--- src/design/ppdf_pkg.sv ---
`default_nettype none

package ppdf_pkg;

	// Field widths of one input item
	localparam int IFACE_W = 16;
	localparam int MAC_W   = 48;
	localparam int FLEN_W  = 11;
	localparam int NIB_W   = 4;
	localparam int PLEN_W  = 16;
	localparam int CNT_W   = 32;

	// Clamped frame length width: holds any receive buffer size up to 9018 bytes
	localparam int LEN_W = 14;

	// Ethernet header plus discovery header, in bytes
	localparam int HDR_BYTES = 20;

	// Stream payload widths
	localparam int S_TDATA_W = 200;
	localparam int S_TUSER_W = 2;
	localparam int M_TDATA_W = 40;
	localparam int M_TUSER_W = 4;

	localparam logic [MAC_W-1:0] MAC_BCAST     = {MAC_W{1'b1}};
	localparam int               MAC_GROUP_BIT = 40;
	localparam logic [NIB_W-1:0] HDR_VER_OK    = 4'd1;
	localparam logic [NIB_W-1:0] HDR_TYPE_OK   = 4'd1;

	typedef enum logic [1:0] {
		ACT_CLASSIFY  = 2'd0,
		ACT_REGISTER  = 2'd1,
		ACT_REMOVE    = 2'd2,
		ACT_LINK_DOWN = 2'd3
	} act_t;

	typedef enum logic [3:0] {
		V_FWD         = 4'd0,
		V_SHORT       = 4'd1,
		V_FILTERED    = 4'd2,
		V_BCAST_SRC   = 4'd3,
		V_MCAST_SRC   = 4'd4,
		V_BAD_LEN     = 4'd5,
		V_BAD_VER     = 4'd6,
		V_NO_SERVER   = 4'd7,
		V_REG         = 4'd8,
		V_DUP         = 4'd9,
		V_REMOVED     = 4'd10,
		V_STOP        = 4'd11,
		V_DOWN_NONE   = 4'd12,
		V_FULL        = 4'd13,
		V_REMOVE_NONE = 4'd14
	} verdict_t;

	typedef enum logic [1:0] {
		ST_IDLE,
		ST_LOOKUP,
		ST_RESOLVE
	} state_t;

	// One input item, unpacked
	typedef struct packed {
		logic [1:0]        action;
		logic [IFACE_W-1:0] iface;
		logic [MAC_W-1:0]  server_mac;
		logic [MAC_W-1:0]  dest_mac;
		logic [MAC_W-1:0]  src_mac;
		logic [FLEN_W-1:0] frame_length;
		logic [NIB_W-1:0]  hdr_version;
		logic [NIB_W-1:0]  hdr_type;
		logic [PLEN_W-1:0] payload_length;
		logic              src_blocked;
	} item_t;

	// Table write commands
	typedef struct packed {
		logic set;
		logic clr;
	} tbl_wr_t;

	// Table lookup flags
	typedef struct packed {
		logic hit;
		logic free_ok;
	} tbl_res_t;

endpackage

`default_nettype wire

--- src/design/ppdf_table.sv ---
`default_nettype none

module ppdf_table
	import ppdf_pkg::*;
#(
	parameter int ENTRIES = 16,
	parameter int IDX_W   = 4
) (
	input  wire logic               clk,
	input  wire logic               arst_n,
	input  wire logic [IFACE_W-1:0] key,
	input  wire tbl_wr_t            wr,
	input  wire logic [IDX_W-1:0]   wr_idx,
	output tbl_res_t                res,
	output logic      [IDX_W-1:0]   hit_idx,
	output logic      [IDX_W-1:0]   free_idx
);

	logic [ENTRIES-1:0] valid_q;
	logic [IFACE_W-1:0] iface_q [ENTRIES];
	logic [ENTRIES-1:0] match;

	// Compare the key against every entry in parallel
	always_comb begin
		for (int i = 0; i < ENTRIES; i++) begin
			match[i] = valid_q[i] && (iface_q[i] == key);
		end
	end

	// Pick the lowest matching and the lowest free entry
	always_comb begin
		res      = '0;
		hit_idx  = '0;
		free_idx = '0;
		for (int i = ENTRIES - 1; i >= 0; i--) begin
			if (match[i]) begin
				res.hit = 1'b1;
				hit_idx = IDX_W'(i);
			end
			if (!valid_q[i]) begin
				res.free_ok = 1'b1;
				free_idx    = IDX_W'(i);
			end
		end
	end

	// Valid bits: set on register, clear on remove
	always_ff @(posedge clk or negedge arst_n) begin
		if (!arst_n) begin
			valid_q <= '0;
		end else if (wr.set) begin
			valid_q[wr_idx] <= 1'b1;
		end else if (wr.clr) begin
			valid_q[wr_idx] <= 1'b0;
		end
	end

	// Interface keys
	always_ff @(posedge clk) begin
		if (wr.set) begin
			iface_q[wr_idx] <= key;
		end
	end

endmodule

`default_nettype wire

--- src/design/ppdf_mac_mem.sv ---
`default_nettype none

module ppdf_mac_mem
	import ppdf_pkg::*;
#(
	parameter int DEPTH = 16,
	parameter int IDX_W = 4
) (
	input  wire logic             clk,
	input  wire logic             we,
	input  wire logic [IDX_W-1:0] waddr,
	input  wire logic [MAC_W-1:0] wdata,
	input  wire logic             re,
	input  wire logic [IDX_W-1:0] raddr,
	output logic      [MAC_W-1:0] rdata
);

	logic [MAC_W-1:0] mem [DEPTH];

	// Write port
	always_ff @(posedge clk) begin
		if (we) begin
			mem[waddr] <= wdata;
		end
	end

	// Registered read port; data holds until the next read
	always_ff @(posedge clk) begin
		if (re) begin
			rdata <= mem[raddr];
		end
	end

endmodule

`default_nettype wire

--- src/design/pppoe_discovery_ingress_filter_top.sv ---
// Channel  | Signals                     | Direction | Contents
// s_axis   | tvalid tready tdata tuser   | in        | one request or frame header
// m_axis   | tvalid tready tdata tuser   | out       | one result per item
//
// Each item passes through three states: accept, table match plus MAC memory read,
// resolve. The registered read port of the MAC memory is why resolve follows the match.
// A new item is accepted in the cycle after a result is loaded, even while
// that result still waits in the output register.
// Reset clears the valid bits, the filter counter and all control state at
// once; there is no clearing pass. A stalled output holds the block in resolve.
`default_nettype none

module pppoe_discovery_ingress_filter_top
	import ppdf_pkg::*;
#(
	parameter int TABLE_ENTRIES   = 16,
	parameter int MAX_FRAME_BYTES = 1518
) (
	input  wire logic                 clk,
	input  wire logic                 arst_n,
	input  wire logic                 s_axis_tvalid,
	output logic                      s_axis_tready,
	// iface[15:0], server_mac[63:16], dest_mac[111:64], src_mac[159:112],
	// frame_length[170:160], hdr_version[174:171], hdr_type[178:175],
	// payload_length[194:179], src_blocked[195], zero[199:196]
	input  wire logic [S_TDATA_W-1:0] s_axis_tdata,
	// action[1:0]
	input  wire logic [S_TUSER_W-1:0] s_axis_tuser,
	output logic                      m_axis_tvalid,
	input  wire logic                 m_axis_tready,
	// slot[3:0], type_warning[4], filtered_total[36:5], zero[39:37]
	output logic      [M_TDATA_W-1:0] m_axis_tdata,
	// verdict[3:0]
	output logic      [M_TUSER_W-1:0] m_axis_tuser
);

	localparam int IDX_W = (TABLE_ENTRIES > 1) ? $clog2(TABLE_ENTRIES) : 1;
	localparam logic [LEN_W-1:0] MAX_LEN = LEN_W'(MAX_FRAME_BYTES);

	state_t           state_q, state_d;
	item_t            item_in, item_q;
	tbl_wr_t          tbl_wr;
	tbl_res_t         tbl_res;
	logic [IDX_W-1:0] hit_idx, free_idx, wr_idx;
	logic             mem_re;
	logic [MAC_W-1:0] mem_rdata;

	logic [CNT_W-1:0] cnt_q;
	logic             cnt_inc;

	verdict_t         verd_d, verd_s1;
	logic [IDX_W-1:0] slot_d, slot_s1;
	logic             need_cmp_d, need_cmp_s1;

	logic             load_out;
	verdict_t         verd_out;
	logic             warn_out;
	logic [IDX_W+3:0] slot_ext;

	logic             m_valid_q;
	verdict_t         m_verd_q;
	logic [3:0]       m_slot_q;
	logic             m_warn_q;
	logic [CNT_W-1:0] m_total_q;

	logic [LEN_W-1:0]  len_ext, len_c;
	logic [PLEN_W:0]   need_len;

	// Unpack the input item
	always_comb begin
		item_in.action         = s_axis_tuser;
		item_in.iface          = s_axis_tdata[15:0];
		item_in.server_mac     = s_axis_tdata[63:16];
		item_in.dest_mac       = s_axis_tdata[111:64];
		item_in.src_mac        = s_axis_tdata[159:112];
		item_in.frame_length   = s_axis_tdata[170:160];
		item_in.hdr_version    = s_axis_tdata[174:171];
		item_in.hdr_type       = s_axis_tdata[178:175];
		item_in.payload_length = s_axis_tdata[194:179];
		item_in.src_blocked    = s_axis_tdata[195];
	end

	ppdf_table #(
		.ENTRIES (TABLE_ENTRIES),
		.IDX_W   (IDX_W)
	) u_table (
		.clk      (clk),
		.arst_n   (arst_n),
		.key      (item_q.iface),
		.wr       (tbl_wr),
		.wr_idx   (wr_idx),
		.res      (tbl_res),
		.hit_idx  (hit_idx),
		.free_idx (free_idx)
	);

	ppdf_mac_mem #(
		.DEPTH (TABLE_ENTRIES),
		.IDX_W (IDX_W)
	) u_mac_mem (
		.clk   (clk),
		.we    (tbl_wr.set),
		.waddr (wr_idx),
		.wdata (item_q.server_mac),
		.re    (mem_re),
		.raddr (hit_idx),
		.rdata (mem_rdata)
	);

	// Clamp the frame length to the receive buffer
	always_comb begin
		len_ext  = LEN_W'(item_q.frame_length);
		len_c    = (len_ext > MAX_LEN) ? MAX_LEN : len_ext;
		need_len = (PLEN_W + 1)'(HDR_BYTES) + (PLEN_W + 1)'(item_q.payload_length);
	end

	// Table stage: checks, table writes and MAC read
	always_comb begin
		verd_d     = V_NO_SERVER;
		slot_d     = '0;
		need_cmp_d = 1'b0;
		tbl_wr     = '0;
		wr_idx     = hit_idx;
		mem_re     = 1'b0;
		cnt_inc    = 1'b0;
		if (state_q == ST_LOOKUP) begin
			case (act_t'(item_q.action))
				ACT_CLASSIFY: begin
					if (len_c < LEN_W'(HDR_BYTES)) begin
						verd_d = V_SHORT;
					end else if (item_q.src_blocked) begin
						verd_d  = V_FILTERED;
						cnt_inc = (cnt_q != {CNT_W{1'b1}});
					end else if (item_q.src_mac == MAC_BCAST) begin
						verd_d = V_BCAST_SRC;
					end else if (item_q.src_mac[MAC_GROUP_BIT]) begin
						verd_d = V_MCAST_SRC;
					end else if ((PLEN_W + 1)'(len_c) < need_len) begin
						verd_d = V_BAD_LEN;
					end else if (item_q.hdr_version != HDR_VER_OK) begin
						verd_d = V_BAD_VER;
					end else if (!tbl_res.hit) begin
						verd_d = V_NO_SERVER;
					end else begin
						verd_d     = V_NO_SERVER;
						slot_d     = hit_idx;
						need_cmp_d = 1'b1;
						mem_re     = 1'b1;
					end
				end
				ACT_REGISTER: begin
					if (tbl_res.hit) begin
						verd_d = V_DUP;
						slot_d = hit_idx;
					end else if (!tbl_res.free_ok) begin
						verd_d = V_FULL;
					end else begin
						verd_d     = V_REG;
						slot_d     = free_idx;
						wr_idx     = free_idx;
						tbl_wr.set = 1'b1;
					end
				end
				ACT_REMOVE: begin
					if (tbl_res.hit) begin
						verd_d     = V_REMOVED;
						slot_d     = hit_idx;
						tbl_wr.clr = 1'b1;
					end else begin
						verd_d = V_REMOVE_NONE;
					end
				end
				ACT_LINK_DOWN: begin
					if (tbl_res.hit) begin
						verd_d = V_STOP;
						slot_d = hit_idx;
					end else begin
						verd_d = V_DOWN_NONE;
					end
				end
				default: begin
					verd_d = V_NO_SERVER;
				end
			endcase
		end
	end

	// Resolve stage: destination check against the stored server address or the broadcast address
	always_comb begin
		verd_out = verd_s1;
		warn_out = 1'b0;
		if (need_cmp_s1) begin
			if ((item_q.dest_mac == MAC_BCAST) || (item_q.dest_mac == mem_rdata)) begin
				verd_out = V_FWD;
				warn_out = (item_q.hdr_type != HDR_TYPE_OK);
			end else begin
				verd_out = V_NO_SERVER;
			end
		end
		slot_ext = (IDX_W + 4)'(slot_s1);
	end

	// Sequencer
	always_comb begin
		state_d       = state_q;
		s_axis_tready = 1'b0;
		load_out      = 1'b0;
		case (state_q)
			ST_IDLE: begin
				s_axis_tready = 1'b1;
				if (s_axis_tvalid) begin
					state_d = ST_LOOKUP;
				end
			end
			ST_LOOKUP: begin
				state_d = ST_RESOLVE;
			end
			ST_RESOLVE: begin
				if (!m_valid_q || m_axis_tready) begin
					load_out = 1'b1;
					state_d  = ST_IDLE;
				end
			end
			default: begin
				state_d = ST_IDLE;
			end
		endcase
	end

	always_ff @(posedge clk or negedge arst_n) begin
		if (!arst_n) begin
			state_q <= ST_IDLE;
		end else begin
			state_q <= state_d;
		end
	end

	// Hold the accepted item
	always_ff @(posedge clk) begin
		if (s_axis_tvalid && s_axis_tready) begin
			item_q <= item_in;
		end
	end

	// Carry table stage results into resolve
	always_ff @(posedge clk) begin
		if (state_q == ST_LOOKUP) begin
			verd_s1     <= verd_d;
			slot_s1     <= slot_d;
			need_cmp_s1 <= need_cmp_d;
		end
	end

	// Saturating filter counter
	always_ff @(posedge clk or negedge arst_n) begin
		if (!arst_n) begin
			cnt_q <= '0;
		end else if (cnt_inc) begin
			cnt_q <= cnt_q + CNT_W'(1);
		end
	end

	// Output register
	always_ff @(posedge clk or negedge arst_n) begin
		if (!arst_n) begin
			m_valid_q <= 1'b0;
		end else if (load_out) begin
			m_valid_q <= 1'b1;
		end else if (m_axis_tready) begin
			m_valid_q <= 1'b0;
		end
	end

	// Capture the count with the result so later items cannot change it
	always_ff @(posedge clk) begin
		if (load_out) begin
			m_verd_q  <= verd_out;
			m_slot_q  <= slot_ext[3:0];
			m_warn_q  <= warn_out;
			m_total_q <= cnt_q;
		end
	end

	assign m_axis_tvalid = m_valid_q;
	assign m_axis_tuser  = m_verd_q;
	assign m_axis_tdata  = {3'b000, m_total_q, m_warn_q, m_slot_q};

`ifndef SYNTHESIS
	// A result appears only when resolve hands one over
	assert property (@(posedge clk) disable iff (!arst_n)
		$rose(m_valid_q) |-> $past(state_q == ST_RESOLVE))
		else $error("result loaded outside resolve");

	// The filter counter never goes down
	assert property (@(posedge clk) disable iff (!arst_n)
		1'b1 |=> cnt_q >= $past(cnt_q))
		else $error("filter counter decreased");

	// Register writes only a free entry when nothing matches, never together with a remove
	assert property (@(posedge clk) disable iff (!arst_n)
		tbl_wr.set |-> (!tbl_res.hit && tbl_res.free_ok && !tbl_wr.clr))
		else $error("bad table write");

	// The MAC memory is read only for a frame that found its server
	assert property (@(posedge clk) disable iff (!arst_n)
		mem_re |-> (tbl_res.hit && !tbl_wr.set && !tbl_wr.clr))
		else $error("unexpected MAC read");
`endif

endmodule

`default_nettype wire
--- config.mk ---
export PLATFORM = sky130hd
export DESIGN_NAME = pppoe_discovery_ingress_filter_top
export DESIGN_NICKNAME = d
export VERILOG_FILES = /design/src/design/ppdf_pkg.sv /design/src/design/ppdf_table.sv /design/src/design/ppdf_mac_mem.sv /design/src/design/pppoe_discovery_ingress_filter_top.sv
export SDC_FILE = /design/constraint.sdc
export NUM_CORES = 2
export LEC_CHECK = 0
export ABC_AREA = 1
export BUFFER_PORTS_ARGS = -buffer_cell sky130_fd_sc_hd__buf_2
export CORE_MARGIN = 5
export CORE_UTILIZATION = 25
export CTS_CLUSTER_DIAMETER = 50
export DETAILED_ROUTE_END_ITERATION = 10
export GPL_ROUTABILITY_DRIVEN = 0
export PLACE_DENSITY_LB_ADDON = 0.3
export RECOVER_POWER = 50
export SETUP_SLACK_MARGIN = 0.05
export SLEW_MARGIN = 20
export SYNTH_ARGS = -nofsm -noshare
export SYNTH_HDL_FRONTEND = slang
export SYNTH_HIERARCHICAL = 1
export SYNTH_SLANG_ARGS = --single-unit
--- constraint.sdc ---
create_clock -name clk -period 14.45 [get_ports clk]
set_input_delay 0.7225 -clock clk [delete_from_list [all_inputs] [get_ports clk]]
set_output_delay 0.7225 -clock clk [all_outputs]
set_load 0.05 [all_outputs]
==> out/qor.yml <==
status:
  status: "complete, but fails checks"
  violations: "capacitance limit, slew limit"
layout:
  syn_to_final_growth_pct: 18.2
  drive_gt1_share_pct: 11.5
  fill_cells: 23500
  nets: 5609
  design_area_mm2: 0.0688
placement:
  io_buffers: 244
  post-dp-hpwl_um: 86100
  placed_area_mm2: 0.0626
grt:
  grt_pass1_vias: 36000
  grtUsageMet2_pct: 22.1
  antenna_found_initial: 20
  met3_usage_pct: 2.30
  grt_most_used_layer: "met2"
  track_usage_pct: 12.6
  grt_pass1_wl_um: 232000
  grtUsageMet1_pct: 15.8
  grt_overflow: 0
  grt_max_degree: 202
worst_setup_path:
  path_class: "reg -> reg"
  cp_max_fo: 36
  crit_arrival_ns: 8.47
  cp_cell_sequence: "clkbuf_1 -> inv_1 -> o22ai_1 -> nor2_1 -> nand2_1 -> nor2_1 -> nand3_1 -> nand3b_1 -> nor3_1 -> nand3b_1 -> inv_1 -> nand2_1 -> inv_1 -> nand2_1 -> o22ai_1 -> nand3b_1 -> nor2_4 -> buf_4"
  cp.required_ns: 14.88
  cpPeakStageDelay_ns: 1.66
  crit_buf_inv: 5
  endpoint_kind: "flip-flop"
  worstSetupStartpointType: "flip-flop"
  slowest_stage: "clkbuf_1"
  critical-path-top-delay-family: "buffers and inverters"
synth:
  netlist_top_cells_count: "1361 x nand2_1, 1320 x edfxtp_1, 721 x inv_1"
  synthArstFlopShare_pct: 3.72
  synth-seq-cells: 1371
  synth_seq_area_share_pct: 70.3
  yosysWarnings: 6
  postSynthCellCount: 5079
  synth_most_common_cell: "nand2_1"
  avgSynthCellArea_um2: 11.5
  ys.flop_type: "edfxtp_1"
  synth_area_leaders: "edfxtp_1 68%, nand2_1 8.8%, nand3_1 5.3%"
  synth_top_cell_by_area: "edfxtp_1"
  syn_area_mm2: 0.0582
  synth-edff-count: 1320
  yosysTopAreaCellShare_pct: 68.1
  yosysUniqueCellTypes: 56
timing:
  max_slew_margin_pct: -134
  setup_tns_ns: 0
  max_freq_mhz: 124
  finClkSkew_ns: 0.0445
  rsz0062_at_grt: "no"
  worst_slew_pin_slew_ns: 3.51
  finalCritPeriodShare_pct: 55.7
  hold_viol_final: 0
  setup_viol: 0
  drv_slew: 585
  fin_crit_ns: 8.04
clock_tree:
  root_buffer: "clkbuf_16"
  numCtsBuffers: 175
  ctsHtreeMaxLevel: 4
  clock_path_buffers: 3
  clock_sinks: 1371
  cts.clk_slew.worst_paths_ns: 0.06
  clock_latency_ns: 0.81
  cts_tree: "done"
power_and_ir_drop:
  vdd_drop_max_v: 0.000101
  power.total_w: 0.00971
  pwr_density_cell_mw_per_mm2: 141
  p_leak_nw: 26.3
floorplan:
  fp.dieH_um: 492
  io_pins: 252
  initial_core_util_pct: 25.1
  rows: 177
  core_area_mm2: 0.232
  die_area_mm2: 0.243
  dieWidth_um: 492
drt:
  viasPerCell: 4.30
  vias: 37000
  postRouteWirelength_um: 158000
  drt_first_pass_iters: 7
  drc_errors: 0
  wl_per_cell_um: 18.4
  drtIter0Drc: 2499
  antenna_left: 0
min_path:
  hp-class: "in -> reg"
job:
  cap_violations: 19
registers in the layout, indices dropped and copies added (netlist names), named ones only:
register,cells
u_mac_mem/mem,768
u_table/iface_q,256
item_q,198
u_mac_mem/rdata,48
cnt_q,32
m_total_q,32
m_axis_tuser,4
m_slot_q,4
slot_s1,4
verd_s1,4
state_q,2
m_axis_tvalid,1
m_warn_q,1
need_cmp_s1,1
worst reg2reg max path: stages, from the launching register on:
cell and delay, ns:
edfxtp_1 0.31, clkbuf_1 1.66, inv_1 0.70, o22ai_1 0.29
nor2_1 0.06, nand2_1 0.06, nor2_1 0.04, nand3_1 0.18
nand3b_1 0.14, nor3_1 0.41, nand3b_1 0.26, inv_1 0.23
nand2_1 0.13, inv_1 0.13, nand2_1 0.08, o22ai_1 0.69
nand3b_1 0.55, nor2_4 1.02, buf_4 0.68
worst paths after layout:
check | startpoint | slack (ns) | to | depth (start not counted)
min reg2reg | slot_s1[2]$_DFFE_PP_ | 0.42 | m_slot_q[2]$_DFFE_PP_ | 0
max | item_q[192]$_DFFE_PP_ | 6.41 | u_mac_mem/mem[11][43]$_DFFE_PP_ | 18
min in group asynchronous | arst_n | 1.12 | cnt_q[1]$_DFFE_PN0P_ | 2
min | s_axis_tdata[105] | 0.09 | item_q[125]$_DFFE_PP_ | 1
max in group asynchronous | arst_n | 11.48 | state_q[0]$_DFFE_PN0P_ | 2
max reg2reg | item_q[192]$_DFFE_PP_ | 6.41 | u_mac_mem/mem[11][43]$_DFFE_PP_ | 18
kinds of logic (layout without fill, tap and decap cells):
kind of cell    count (synthesis)  in the layout  share of synthesized area [%]
compound gates                261            261                           2.84
xor+xnor                      138            138                           2.08
fa+ha+maj                      12             12                          0.258
buf+inv                       959           1414                           7.29
flops                        1371           1371                           70.3
other cells                     1             10                        0.00644
simple gates                 2337           2337                           17.2
stage by stage:
step / util, % / cells / hold WS [ns] / worst slack [ns]
after CTS: 29.7 / 8579 / 0.000966 / 7.80
final: 29.6 / 8586 / 0.0885 / 6.41
after detailed placement: 27.0 / 8229 / 0.405 / 7.81
after global routing: 29.6 / 8581 / 0.0295 / 5.93
after global placement: 27.0 / 8229 / 0.407 / 7.90
after floorplan: - / 5081 / 0.400 / 5.60
cell type report:
class	count	area [um^2]	share of cell area, %
inverter	746	2840	4.13
timing repair buffer	346	1990	2.89
clock buffer	207	4570	6.65
antenna	7	17.5	0.0255
sequential	1371	40900	59.5
multi-input combinational	2751	13200	19.2
clock inverter	115	1420	2.07
tap	3043	3810	5.54
cell usage in the layout (no fill, tap or decap), types with 23 or more instances in the layout:
master / count
a221oi_1: 23
buf_2: 209
buf_4: 50
clkbuf_1: 83
clkbuf_16: 178
clkinv_1: 24
dfrtp_1: 51
dlygate4sd3_1: 28
edfxtp_1: 1320
inv_1: 719
nand2_1: 1361
nand3_1: 613
nand4_1: 60
nor2_1: 152
nor3_1: 31
nor4_1: 38
o21ai_0: 95
o21ai_1: 27
o22ai_1: 45
or2_2: 29
xnor2_1: 63
xor2_1: 75
metal layers:
| layer | share of wire, % | vias up |
|---|---|---|
| li1 | - | 17800 |
| met1 | 43 | 18000 |
| met2 | 49 | 880 |
| met3 | 5.1 | 265 |
| met4 | 2.7 | 12 |
| met5 | 0.040 | - |
report_power, final:
part | switching [W] | internal (W) | total, W
combinational | 0.000414 | 0.000137 | 0.000551
sequential | 0.000123 | 0.00460 | 0.00472
clock | 0.00178 | 0.00266 | 0.00444
total | 0.00231 | 0.00740 | 0.00971
what timing repair did:
item,4_1_cts,5_1_grt
setup buffers,0,0
hold endpoints to repair,28,0
hold buffers,28,0
resized for setup,0,0
Note: power is estimated with default switching activity, not from simulation.
